**config.mk**
```make
export PLATFORM = sky130hd
export DESIGN_NAME = assembler_line_tokenizer_core
export DESIGN_NICKNAME = d
export VERILOG_FILES = /design/src/rtl/core/altok_pkg.sv /design/src/rtl/core/assembler_line_tokenizer_core.sv
export SDC_FILE = /design/constraint.sdc
export NUM_CORES = 2
export LEC_CHECK = 0
export BUFFER_PORTS_ARGS = -buffer_cell sky130_fd_sc_hd__clkbuf_2
export CAP_MARGIN = 5
export CORE_ASPECT_RATIO = 0.75
export CORE_MARGIN = 10
export CORE_UTILIZATION = 60
export CTS_CLUSTER_SIZE = 12
export DETAILED_ROUTE_END_ITERATION = 16
export PLACE_DENSITY = 0.77
export SETUP_SLACK_MARGIN = 0.1
export SLEW_MARGIN = 20
export SYNTH_ARGS = -nofsm -noshare
export SYNTH_HDL_FRONTEND = slang
export SYNTH_SLANG_ARGS = --single-unit
```
**constraint.sdc**
```tcl
create_clock -name clk -period 6 [get_ports clk]
set_input_delay 0.3 -clock clk [delete_from_list [all_inputs] [get_ports clk]]
set_output_delay 0.3 -clock clk [all_outputs]
set_load 0.05 [all_outputs]
```
**src/rtl/core/altok_pkg.sv**
```systemverilog
// Shared types, codes and character helpers for the assembler line tokenizer.
`timescale 1ns / 1ps

package altok_pkg;

	// Result kinds
	localparam logic [2:0] KIND_NAME    = 3'd0;
	localparam logic [2:0] KIND_NUMBER  = 3'd1;
	localparam logic [2:0] KIND_STRING  = 3'd2;
	localparam logic [2:0] KIND_PUNCT   = 3'd3;
	localparam logic [2:0] KIND_BAD_NUM = 3'd4;
	localparam logic [2:0] KIND_UNTERM  = 3'd5;
	localparam logic [2:0] KIND_UNEXP   = 3'd6;
	localparam logic [2:0] KIND_DONE    = 3'd7;

	// Characters with a fixed role
	localparam logic [7:0] CH_SEMI   = 8'h3B;
	localparam logic [7:0] CH_SQUOTE = 8'h27;
	localparam logic [7:0] CH_DQUOTE = 8'h22;
	localparam logic [7:0] CH_UP_H   = 8'h48;
	localparam logic [7:0] CH_UP_B   = 8'h42;

	// Digit value that marks "no hex digit"
	localparam logic [4:0] DIGIT_NONE = 5'd16;

	// Lexer modes
	typedef enum logic [5:0] {
		MODE_IDLE     = 6'b000001,
		MODE_NAME     = 6'b000010,
		MODE_NUM      = 6'b000100,
		MODE_STR      = 6'b001000,
		MODE_SKIP_OK  = 6'b010000,
		MODE_SKIP_ERR = 6'b100000
	} mode_t;

	// Digit validity flags, one per base
	typedef struct packed {
		logic hex;
		logic dec;
		logic bin;
	} digit_ok_t;

	// One result word
	typedef struct packed {
		logic [2:0]  kind;
		logic [9:0]  start_col;
		logic [9:0]  text_len;
		logic [63:0] num_value;
		logic        wide;
		logic [7:0]  char_code;
		logic        last;
	} res_t;

	function automatic logic is_alpha(input logic [7:0] c);
		return (c inside {[8'h41:8'h5A], [8'h61:8'h7A]});
	endfunction

	function automatic logic is_digit(input logic [7:0] c);
		return (c inside {[8'h30:8'h39]});
	endfunction

	function automatic logic is_space(input logic [7:0] c);
		return (c inside {[8'd9:8'd13], 8'd32});
	endfunction

	// Letters and _ $ @ ?, shared by name start and name body
	function automatic logic is_name_char(input logic [7:0] c);
		return is_alpha(c) || (c inside {8'h5F, 8'h24, 8'h40, 8'h3F});
	endfunction

	function automatic logic is_mark_char(input logic [7:0] c);
		return (c inside {8'h2C, 8'h3A, 8'h5B, 8'h5D, 8'h28, 8'h29,
			8'h2B, 8'h2D, 8'h2A, 8'h2F});
	endfunction

	function automatic logic [7:0] to_upper(input logic [7:0] c);
		return (c inside {[8'h61:8'h7A]}) ? (c - 8'd32) : c;
	endfunction

	// Hex digit value 0..15, or DIGIT_NONE
	function automatic logic [4:0] digit_val(input logic [7:0] c);
		logic [7:0] u;
		u = to_upper(c);
		if (u inside {[8'h30:8'h39]}) begin
			return 5'(u - 8'h30);
		end else if (u inside {[8'h41:8'h46]}) begin
			return 5'(u - 8'h41 + 8'd10);
		end
		return DIGIT_NONE;
	endfunction

endpackage

```
**src/rtl/core/assembler_line_tokenizer_core.sv**
```systemverilog
// Top level of the assembler line tokenizer: lexer state, token logic and result queue.
`timescale 1ns / 1ps

// Assembler line tokenizer.
// Input channel (in_valid/in_ready): one word per source byte (ch), or an
// end-of-line mark (line_end = 1, ch ignored). Output channel
// (out_valid/out_ready): one word per token or error, with kind, start_col,
// text_len, num_value, wide, char_code and last.
// Each input word is decoded in the cycle it is accepted against the lexer
// state registers; its zero, one or two results enter a four-entry result
// queue, and the output word is driven from the queue registers. The block takes
// one byte per cycle while the queue has room for two results, so it
// sustains one word per cycle whenever each word yields at most one result;
// words that close a token and open another yield two and drain at the
// output rate of one result per cycle.
// Reset clears the lexer state to idle at column zero and empties the queue.
// When the receiver stalls, results wait in the queue and in_ready drops
// once fewer than two free entries remain; nothing is lost.
module assembler_line_tokenizer_core #(
	parameter int LINE_COLS = 1024
) (
	input  logic        clk,
	input  logic        arst_n,
	input  logic        in_valid,
	output logic        in_ready,
	input  logic [7:0]  ch,
	input  logic        line_end,
	output logic        out_valid,
	input  logic        out_ready,
	output logic [2:0]  kind,
	output logic [9:0]  start_col,
	output logic [9:0]  text_len,
	output logic [63:0] num_value,
	output logic        wide,
	output logic [7:0]  char_code,
	output logic        last
);

	localparam int ColW = $clog2(LINE_COLS);
	localparam logic [ColW-1:0] LastCol = ColW'(LINE_COLS - 1);

	// Lexer state
	altok_pkg::mode_t     mode_q, mode_d;
	logic [ColW-1:0]      col_q, col_d;
	logic [ColW-1:0]      tok_start_q, tok_start_d;
	logic                 quote_dbl_q, quote_dbl_d;
	logic [63:0]          acc_bin_q, acc_bin_d;
	logic [63:0]          acc_dec_q, acc_dec_d;
	logic [63:0]          acc_hex_q, acc_hex_d;
	altok_pkg::digit_ok_t ok_q, ok_d;
	logic [7:0]           held_q, held_d;

	// Result queue
	altok_pkg::res_t      rq_q [4];
	logic [1:0]           wr_ptr_q, rd_ptr_q;
	logic [2:0]           cnt_q;

	logic                 in_acc, out_acc;
	logic [ColW-1:0]      col_inc;
	logic [ColW-1:0]      len_raw;
	logic [9:0]           len10;

	// Number close
	logic [7:0]           held_up;
	logic [4:0]           held_k;
	logic [63:0]          dec_final;
	logic [63:0]          fin_val;
	logic                 fin_ok;
	altok_pkg::res_t      fin_res;

	// Digit feed
	logic [4:0]           feed_k;
	logic [3:0]           feed_k4;

	// Fresh character decode
	altok_pkg::mode_t     sc_mode;
	logic                 sc_emit;
	altok_pkg::res_t      sc_res;
	logic                 sc_name, sc_num, sc_str;

	// Per-word results
	logic                 close_vld, sec_vld, do_start;
	altok_pkg::res_t      close_res, sec_res, res0, res1;
	logic [1:0]           n_res;
	logic [1:0]           push_n;

	altok_pkg::res_t      done_res;
	altok_pkg::res_t      head;

	assign in_acc  = in_valid && in_ready;
	assign out_acc = out_valid && out_ready;
	assign in_ready = (cnt_q <= 3'd2);

	assign col_inc = (col_q < LastCol) ? (col_q + ColW'(1)) : LastCol;
	assign len_raw = (col_q >= tok_start_q) ? (col_q - tok_start_q) : '0;
	assign len10   = 10'(len_raw);

	always_comb begin
		done_res      = '0;
		done_res.kind = altok_pkg::KIND_DONE;
		done_res.last = 1'b1;
	end

	// Settle the base of the open number from the held last character
	assign held_up   = altok_pkg::to_upper(held_q);
	assign held_k    = altok_pkg::digit_val(held_q);
	assign dec_final = (acc_dec_q << 3) + (acc_dec_q << 1) + 64'(held_k[3:0]);

	always_comb begin
		if (held_up == altok_pkg::CH_UP_H) begin
			fin_ok  = ok_q.hex;
			fin_val = acc_hex_q;
		end else if (held_up == altok_pkg::CH_UP_B) begin
			fin_ok  = ok_q.bin;
			fin_val = acc_bin_q;
		end else begin
			fin_ok  = ok_q.dec && (held_k < 5'd10);
			fin_val = dec_final;
		end
		fin_res           = '0;
		fin_res.start_col = 10'(tok_start_q);
		fin_res.text_len  = len10;
		if (fin_ok) begin
			fin_res.kind      = altok_pkg::KIND_NUMBER;
			fin_res.num_value = fin_val;
			fin_res.wide      = |fin_val[63:32];
		end else begin
			fin_res.kind = altok_pkg::KIND_BAD_NUM;
			fin_res.last = 1'b1;
		end
	end

	assign feed_k  = altok_pkg::digit_val(held_q);
	assign feed_k4 = feed_k[3:0];

	// Decode a character seen between tokens
	always_comb begin
		sc_mode = altok_pkg::MODE_IDLE;
		sc_emit = 1'b0;
		sc_res  = '0;
		sc_name = 1'b0;
		sc_num  = 1'b0;
		sc_str  = 1'b0;
		sc_res.start_col = 10'(col_q);
		sc_res.text_len  = 10'd1;
		sc_res.char_code = ch;
		if (ch == altok_pkg::CH_SEMI) begin
			sc_mode = altok_pkg::MODE_SKIP_OK;
		end else if (altok_pkg::is_space(ch)) begin
			sc_mode = altok_pkg::MODE_IDLE;
		end else if (altok_pkg::is_name_char(ch) || ch == 8'h2E) begin
			sc_mode = altok_pkg::MODE_NAME;
			sc_name = 1'b1;
		end else if (altok_pkg::is_digit(ch)) begin
			sc_mode = altok_pkg::MODE_NUM;
			sc_num  = 1'b1;
		end else if (ch == altok_pkg::CH_SQUOTE || ch == altok_pkg::CH_DQUOTE) begin
			sc_mode = altok_pkg::MODE_STR;
			sc_str  = 1'b1;
		end else if (altok_pkg::is_mark_char(ch)) begin
			sc_emit     = 1'b1;
			sc_res.kind = altok_pkg::KIND_PUNCT;
		end else begin
			sc_mode     = altok_pkg::MODE_SKIP_ERR;
			sc_emit     = 1'b1;
			sc_res.kind = altok_pkg::KIND_UNEXP;
			sc_res.last = 1'b1;
		end
	end

	// Next lexer state and the results of one word
	always_comb begin
		mode_d      = mode_q;
		col_d       = col_q;
		tok_start_d = tok_start_q;
		quote_dbl_d = quote_dbl_q;
		acc_bin_d   = acc_bin_q;
		acc_dec_d   = acc_dec_q;
		acc_hex_d   = acc_hex_q;
		ok_d        = ok_q;
		held_d      = held_q;
		close_vld   = 1'b0;
		close_res   = '0;
		sec_vld     = 1'b0;
		sec_res     = done_res;
		do_start    = 1'b0;

		if (line_end) begin
			// Flush the open token, then return to the reset state
			case (mode_q)
				altok_pkg::MODE_NAME: begin
					close_vld           = 1'b1;
					close_res.kind      = altok_pkg::KIND_NAME;
					close_res.start_col = 10'(tok_start_q);
					close_res.text_len  = len10;
					sec_vld             = 1'b1;
				end
				altok_pkg::MODE_NUM: begin
					close_vld = 1'b1;
					close_res = fin_res;
					sec_vld   = fin_ok;
				end
				altok_pkg::MODE_STR: begin
					close_vld           = 1'b1;
					close_res.kind      = altok_pkg::KIND_UNTERM;
					close_res.start_col = 10'(tok_start_q);
					close_res.text_len  = len10;
					close_res.last      = 1'b1;
				end
				altok_pkg::MODE_SKIP_ERR: begin
					sec_vld = 1'b0;
				end
				default: begin
					sec_vld = 1'b1;
				end
			endcase
			mode_d      = altok_pkg::MODE_IDLE;
			col_d       = '0;
			tok_start_d = '0;
			quote_dbl_d = 1'b0;
			acc_bin_d   = '0;
			acc_dec_d   = '0;
			acc_hex_d   = '0;
			ok_d        = '{hex: 1'b1, dec: 1'b1, bin: 1'b1};
			held_d      = '0;
		end else begin
			case (mode_q)
				altok_pkg::MODE_IDLE: begin
					do_start = 1'b1;
				end
				altok_pkg::MODE_NAME: begin
					if (!(altok_pkg::is_name_char(ch) || altok_pkg::is_digit(ch))) begin
						close_vld           = 1'b1;
						close_res.kind      = altok_pkg::KIND_NAME;
						close_res.start_col = 10'(tok_start_q);
						close_res.text_len  = len10;
						do_start            = 1'b1;
					end
				end
				altok_pkg::MODE_NUM: begin
					if (altok_pkg::is_alpha(ch) || altok_pkg::is_digit(ch)) begin
						// Feed the held character into all three bases, hold the new one
						ok_d.bin  = ok_q.bin && (feed_k < 5'd2);
						ok_d.dec  = ok_q.dec && (feed_k < 5'd10);
						ok_d.hex  = ok_q.hex && (feed_k < altok_pkg::DIGIT_NONE);
						acc_bin_d = {acc_bin_q[62:0], 1'b0} + 64'(feed_k4);
						acc_dec_d = (acc_dec_q << 3) + (acc_dec_q << 1) + 64'(feed_k4);
						acc_hex_d = {acc_hex_q[59:0], feed_k4};
						held_d    = ch;
					end else begin
						close_vld = 1'b1;
						close_res = fin_res;
						if (fin_ok) begin
							do_start = 1'b1;
						end else begin
							mode_d = altok_pkg::MODE_SKIP_ERR;
						end
					end
				end
				altok_pkg::MODE_STR: begin
					if (ch == (quote_dbl_q ? altok_pkg::CH_DQUOTE : altok_pkg::CH_SQUOTE)) begin
						close_vld           = 1'b1;
						close_res.kind      = altok_pkg::KIND_STRING;
						close_res.start_col = 10'(tok_start_q);
						close_res.text_len  = len10;
						mode_d              = altok_pkg::MODE_IDLE;
					end
				end
				default: begin
					mode_d = mode_q;
				end
			endcase

			// Handle the character as a fresh one
			if (do_start) begin
				mode_d  = sc_mode;
				sec_vld = sc_emit;
				sec_res = sc_res;
				if (sc_name || sc_num) begin
					tok_start_d = col_q;
				end
				if (sc_num) begin
					acc_bin_d = '0;
					acc_dec_d = '0;
					acc_hex_d = '0;
					ok_d      = '{hex: 1'b1, dec: 1'b1, bin: 1'b1};
					held_d    = ch;
				end
				if (sc_str) begin
					quote_dbl_d = (ch == altok_pkg::CH_DQUOTE);
					tok_start_d = col_inc;
				end
			end
			col_d = col_inc;
		end
	end

	// Pack results in order
	always_comb begin
		if (close_vld) begin
			res0  = close_res;
			res1  = sec_res;
			n_res = sec_vld ? 2'd2 : 2'd1;
		end else begin
			res0  = sec_res;
			res1  = sec_res;
			n_res = sec_vld ? 2'd1 : 2'd0;
		end
	end

	assign push_n = in_acc ? n_res : 2'd0;

	// Advance lexer state on each accepted word
	always_ff @(posedge clk or negedge arst_n) begin
		if (!arst_n) begin
			mode_q      <= altok_pkg::MODE_IDLE;
			col_q       <= '0;
			tok_start_q <= '0;
			quote_dbl_q <= 1'b0;
			acc_bin_q   <= '0;
			acc_dec_q   <= '0;
			acc_hex_q   <= '0;
			ok_q        <= '{hex: 1'b1, dec: 1'b1, bin: 1'b1};
			held_q      <= '0;
		end else if (in_acc) begin
			mode_q      <= mode_d;
			col_q       <= col_d;
			tok_start_q <= tok_start_d;
			quote_dbl_q <= quote_dbl_d;
			acc_bin_q   <= acc_bin_d;
			acc_dec_q   <= acc_dec_d;
			acc_hex_q   <= acc_hex_d;
			ok_q        <= ok_d;
			held_q      <= held_d;
		end
	end

	// Queue pointers and fill count
	always_ff @(posedge clk or negedge arst_n) begin
		if (!arst_n) begin
			wr_ptr_q <= '0;
			rd_ptr_q <= '0;
			cnt_q    <= '0;
		end else begin
			wr_ptr_q <= wr_ptr_q + push_n;
			if (out_acc) begin
				rd_ptr_q <= rd_ptr_q + 2'd1;
			end
			cnt_q <= cnt_q + 3'(push_n) - 3'(out_acc);
		end
	end

	// Queue payload
	always_ff @(posedge clk) begin
		if (push_n != 2'd0) begin
			rq_q[wr_ptr_q] <= res0;
		end
		if (push_n == 2'd2) begin
			rq_q[wr_ptr_q + 2'd1] <= res1;
		end
	end

	// Drive the output word from the queue head
	assign head      = rq_q[rd_ptr_q];
	assign out_valid = (cnt_q != 3'd0);
	assign kind      = head.kind;
	assign start_col = head.start_col;
	assign text_len  = head.text_len;
	assign num_value = head.num_value;
	assign wide      = head.wide;
	assign char_code = head.char_code;
	assign last      = head.last;

`ifndef SYNTHESIS
	assert property (@(posedge clk) disable iff (!arst_n)
		cnt_q <= 3'd4)
		else $error("result queue overflow");

	assert property (@(posedge clk) disable iff (!arst_n)
		in_valid && in_ready && line_end |=> col_q == '0 && mode_q == altok_pkg::MODE_IDLE)
		else $error("line end did not reset lexer");

	assert property (@(posedge clk) disable iff (!arst_n)
		out_valid && kind != altok_pkg::KIND_NUMBER |-> num_value == 64'd0 && !wide)
		else $error("value on non-number result");

	assert property (@(posedge clk) disable iff (!arst_n)
		out_valid && (kind == altok_pkg::KIND_DONE || kind == altok_pkg::KIND_BAD_NUM ||
		kind == altok_pkg::KIND_UNTERM || kind == altok_pkg::KIND_UNEXP) |-> last)
		else $error("final result without last");
`endif

endmodule
```
Word-level counts from Yosys, hierarchy flattened. Memories as Yosys holds them, arrays and structs flattened. Index checks and enable logic that the tools add are counted. Widths: inputs -> output; s select.

Add/sub/neg operators: 14. $lt $le $gt $ge: 20. Eq/ne operators: 31. Multiplexer cells: 123. Reductions and logical operators: 34.

Operators by type and width (count): $mux 64 (17); $mux 97 (5); $pmux 23 s3 (2); $add 64x4->64 (2); $eq 8x6->1 const B (15); $mux 74 (1); $mux 73 (1); $mux 10 (7); $mux 6 (11); $mux 65 (1); $add 64x64->64 (1); $eq 8x7->1 const B (6); $mux 8 (6); $mux 1 (46); $mux 3 (13); $ge 8x7->1 const B (4); $le 8x7->1 const B (4); $reduce_or 32->1 (1); $mux 22 (1); $mux 20 (1); $ge 8x6->1 const B (2); $le 8x6->1 const B (2); $mux 5 (3); $logic_and 1x1->1 (12); 39 further kinds (58).

Register bits after elaboration: 237. RAM bits: 388. Output and inout bits: 99. Word-level logic and storage cells: 237. Memories: 1.

Memory list: rq_q (words 4, width 97, read ports 1, clocked after memory_dff 0, wr ports 2, line assembler_line_tokenizer_core.sv:54) `altok_pkg::res_t rq_q [4];`.

Longest topological paths before layout.
Depth after elaboration: 24. Depth in mapped cells: 24. Mapped depth without buffers: 23.

Worst setup path before layout. Ideal clock, no wire load.

Path type: reg-to-reg. Start: register held_q[0]. End: memory rq_q[2][9] (netlist name). Arrival: 5.282 ns. Path slack: 0.592 ns. Stages on the path, launching flop included: 24. Cells stage by stage: dfrtp_1 > inv_1 > ha_1 > nor4b_2 > o31a_1 > nor3_2 > nor2_1 > nor2_1 > inv_1 > fa_1 > inv_1 > ha_1 > a211oi_1 > o211ai_1 > a211oi_4 > o21ai_2 > a2111o_1 > a31oi_1 > nand4_1 > or4_1 > nor4_1 > nand2_1 > o31ai_4 > o21ai_1.

RTL lines: from (decl) (line assembler_line_tokenizer_core.sv:51) `logic [7:0] held_q, held_d;`; from (signal assigned) (line assembler_line_tokenizer_core.sv:334) `held_q <= held_d;`; to (decl) (line assembler_line_tokenizer_core.sv:54).

==> results.json <==
{
  "ys.flop_type": "dfxtp_1",
  "clk_latency_ns": 0.65,
  "first_pass_iters": 5,
  "worstPathRequired_ns": 6.50,
  "layout_min_cycle_time_ns": 5.78,
  "finalSetupTns_ns": 0,
  "setup.worst_path.start_class": "flop",
  "timing.rr.end": "rq_q[3][9]",
  "whs_path_depth": 3,
  "ys_seq_elements": 624,
  "crit_path_end_kind": "flop",
  "tightest_slew_ns": 1.10,
  "r2r_cells": 25,
  "postPlaceCellArea_um2": 34400,
  "fmax_ghz": 0.173,
  "ys_warn_count": 0,
  "dp_hpwl_mm": 72.4,
  "drcViolationCount": 0,
  "rsz0062_at_grt": "false",
  "post-route-period-util": 0.964,
  "netlist_instances": 3452,
  "drt_iter0_drc": 3290,
  "drt-wirelength-per-cell_um": 24.4,
  "drv_cap": 0,
  "crit_start": "held_q[0]",
  "rrSetupSlack_ns": 0.22,
  "yosysSeqAreaShare": 0.440,
  "grt_pass1_wl_mm": 160,
  "max_slew_margin": 0.265,
  "syn-mean-instance-area_um2": 9.61,
  "rr_startpoint": "held_q[0]",
  "hold_violations": 0,
  "cts_sinks": 624,
  "criticalPathCategory": "flop to flop",
  "numCtsBuffers": 61,
  "n_antenna_cell": 0,
  "die-area_um2": 65200,
  "ctsLongestPathBuffers": 3,
  "fp.dieW_um": 292,
  "final_cell_mix": "nand2_1 (544), o21ai_0 (360), dfxtp_1 (296), a22o_1 (238), dfrtp_1 (230)",
  "path_max_fanout": 5,
  "synth_fp_nets": 3617,
  "fillers": 4255,
  "hold_path.class": "input pin to flop",
  "pin_count": 112,
  "p_leak_nw": 14.9,
  "endpoint": "rq_q[3][9]",
  "ys_async_sr_fraction": 0.378,
  "fin_cells": 4228,
  "num_vias": 28500,
  "powerDensity_nw_per_um2": 288,
  "synth_area_um2": 33200,
  "core_area_um2": 54600,
  "synth_enable_flop_cells": 92,
  "gp_congestion": 0.944,
  "final_nets": 3625,
  "design_area_um2": 36400,
  "port_buffers": 111,
  "clk_pin_slew_worst_paths_ns": 0.07,
  "grt_pass1_vias": 27100,
  "grt_start_max_net_pins": 200,
  "cp.arrival_ns": 6.29,
  "grt.overflow.total": 0,
  "ir_drop_mv": 0.359,
  "antenna_found_initial": 1,
  "drive_above_1_share": 0.129,
  "status": "finished, final reports clean",
  "track_usage": 0.306,
  "dp_cells": 4112,
  "ant_nets": 0,
  "setup_viol_count_final": 0,
  "fin_skew_ns": 0.0189,
  "die_h_um": 224,
  "routed_wl_mm": 103,
  "viasPerCell": 6.74,
  "layout_commonest_cell": "nand2_1",
  "htree_levels": 2,
  "rows": 74,
  "start_util": 0.607,
  "syn_to_final_growth_pct": 9.81,
  "root_buffer": "clkbuf_16",
  "ys_types": 103,
  "slew_viol_final": 0,
  "cts_tree": "built"
}
[cell families (layout without fill, tap and decap cells)]
kind of cell    Yosys count  count (layout)  synth area share
simple gates           1059            1059             0.145
compound gates         1047            1047             0.211
buf+inv                 319             373            0.0380
flops                   624             624             0.440
fa+ha+maj               152             152            0.0584
mux                     116             116            0.0716
xor+xnor                135             135            0.0356
[synth_stat cells (77+ instances only)]
cell      count  area [µm²]
a21oi_1     122         611
edfxtp_1     92        2760
dfrtp_1     232        5810
dfxtp_1     296        5930
a22o_1      238        2080
xnor2_1      77         674
o21ai_0     361        1810
ha_1        147        1840
clkbuf_1    185         694
mux4_2       97        2180
nor2_1      167         627
nand2_1     545        2050
[registers in the layout (all words and copies together), names as in the netlist]
name / count
ok_q: 3
rq_q: 388
acc_hex_q: 64
held_q: 8
wr_ptr_q: 2
col_q: 10
acc_bin_q: 64
quote_dbl_q: 1
acc_dec_q: 63
rd_ptr_q: 2
tok_start_q: 10
mode_q: 6
cnt_q: 3
[repair_timing]
item / in CTS / in global routing
setup endpoints to repair: 4 / 8
resized for setup: 3 / 27
buffers inserted: 1 / 4
hold buffers: 2 / 0
hold endpoints to repair: 82 / 0
pin swaps: 5 / 25
[report_power, final]
part	leakage (nW)	internal [W]	switching, W	total, W
registers	6.54	0.00438	0.000291	0.00467
logic	7.51	0.000716	0.00145	0.00216
clock network	0.898	0.00200	0.00166	0.00366
[worst min path at each step]
stage | startpoint | to | slack (ns)
after floorplan | arst_n | acc_bin_q[0] | 0.004
after global placement | arst_n | acc_dec_q[54] | 0.31
after detailed placement | arst_n | acc_dec_q[55] | 0.32
after CTS | out_ready | rd_ptr_q[0] | 0.05
after global routing | out_ready | rd_ptr_q[0] | 0.08
final | out_ready | rd_ptr_q[0] | 0.07
[final cells by class]
class | instances | area, µm² | share of cell area
repair buffers | 193 | 1250 | 0.0344
well taps | 722 | 903 | 0.0248
multi-input cells | 2509 | 17600 | 0.482
flip-flops and latches | 624 | 14600 | 0.401
clock buffers | 101 | 1770 | 0.0485
inverters | 71 | 267 | 0.00731
clock inverters | 8 | 75.1 | 0.00206
[metrics by stage]
stage	util	hold WS, ns	total power (W)	setup slack, ns
4_1_cts	0.664	0.0491	0.0105	0.123
6_report	0.667	0.0736	0.0105	0.215
2_1_floorplan	-	0.00441	0.00624	0.592
3_5_place_dp	0.630	0.324	0.00688	-0.0904
3_3_place_gp	0.630	0.309	0.00685	0.0867
5_1_grt	0.667	0.0823	0.0108	0.0115
[routing by layer]
metal  global-route usage  routed length [µm]  up-vias
met2                0.459               45000     1450
met4               0.0855                2810        0
li1                     -                   -    12700
met1                0.449               45500    14200
met5                    0                   0        -
met3               0.0538               10100      153
[worst max-delay path: stages, from the launching register on]
cell	delay, ns
dfrtp_1	0.38
inv_2	0.07
ha_4	0.17
nor4b_2	0.16
o31a_1	0.34
nor3_2	0.27
nor2_1	0.11
nor2_2	0.15
inv_2	0.07
fa_2	0.46
buf_4	0.16
fa_2	0.39
nand2b_1	0.18
a21o_1	0.22
a31oi_4	0.24
buf_6	0.15
a21oi_1	0.11
o211ai_1	0.40
a21oi_2	0.13
xnor2_1	0.17
a2111o_1	0.42
nor4_4	0.29
buf_4	0.16
nand2_2	0.05
o31ai_4	0.28
o21ai_1	0.10
(Power assumes the default switching activity.)
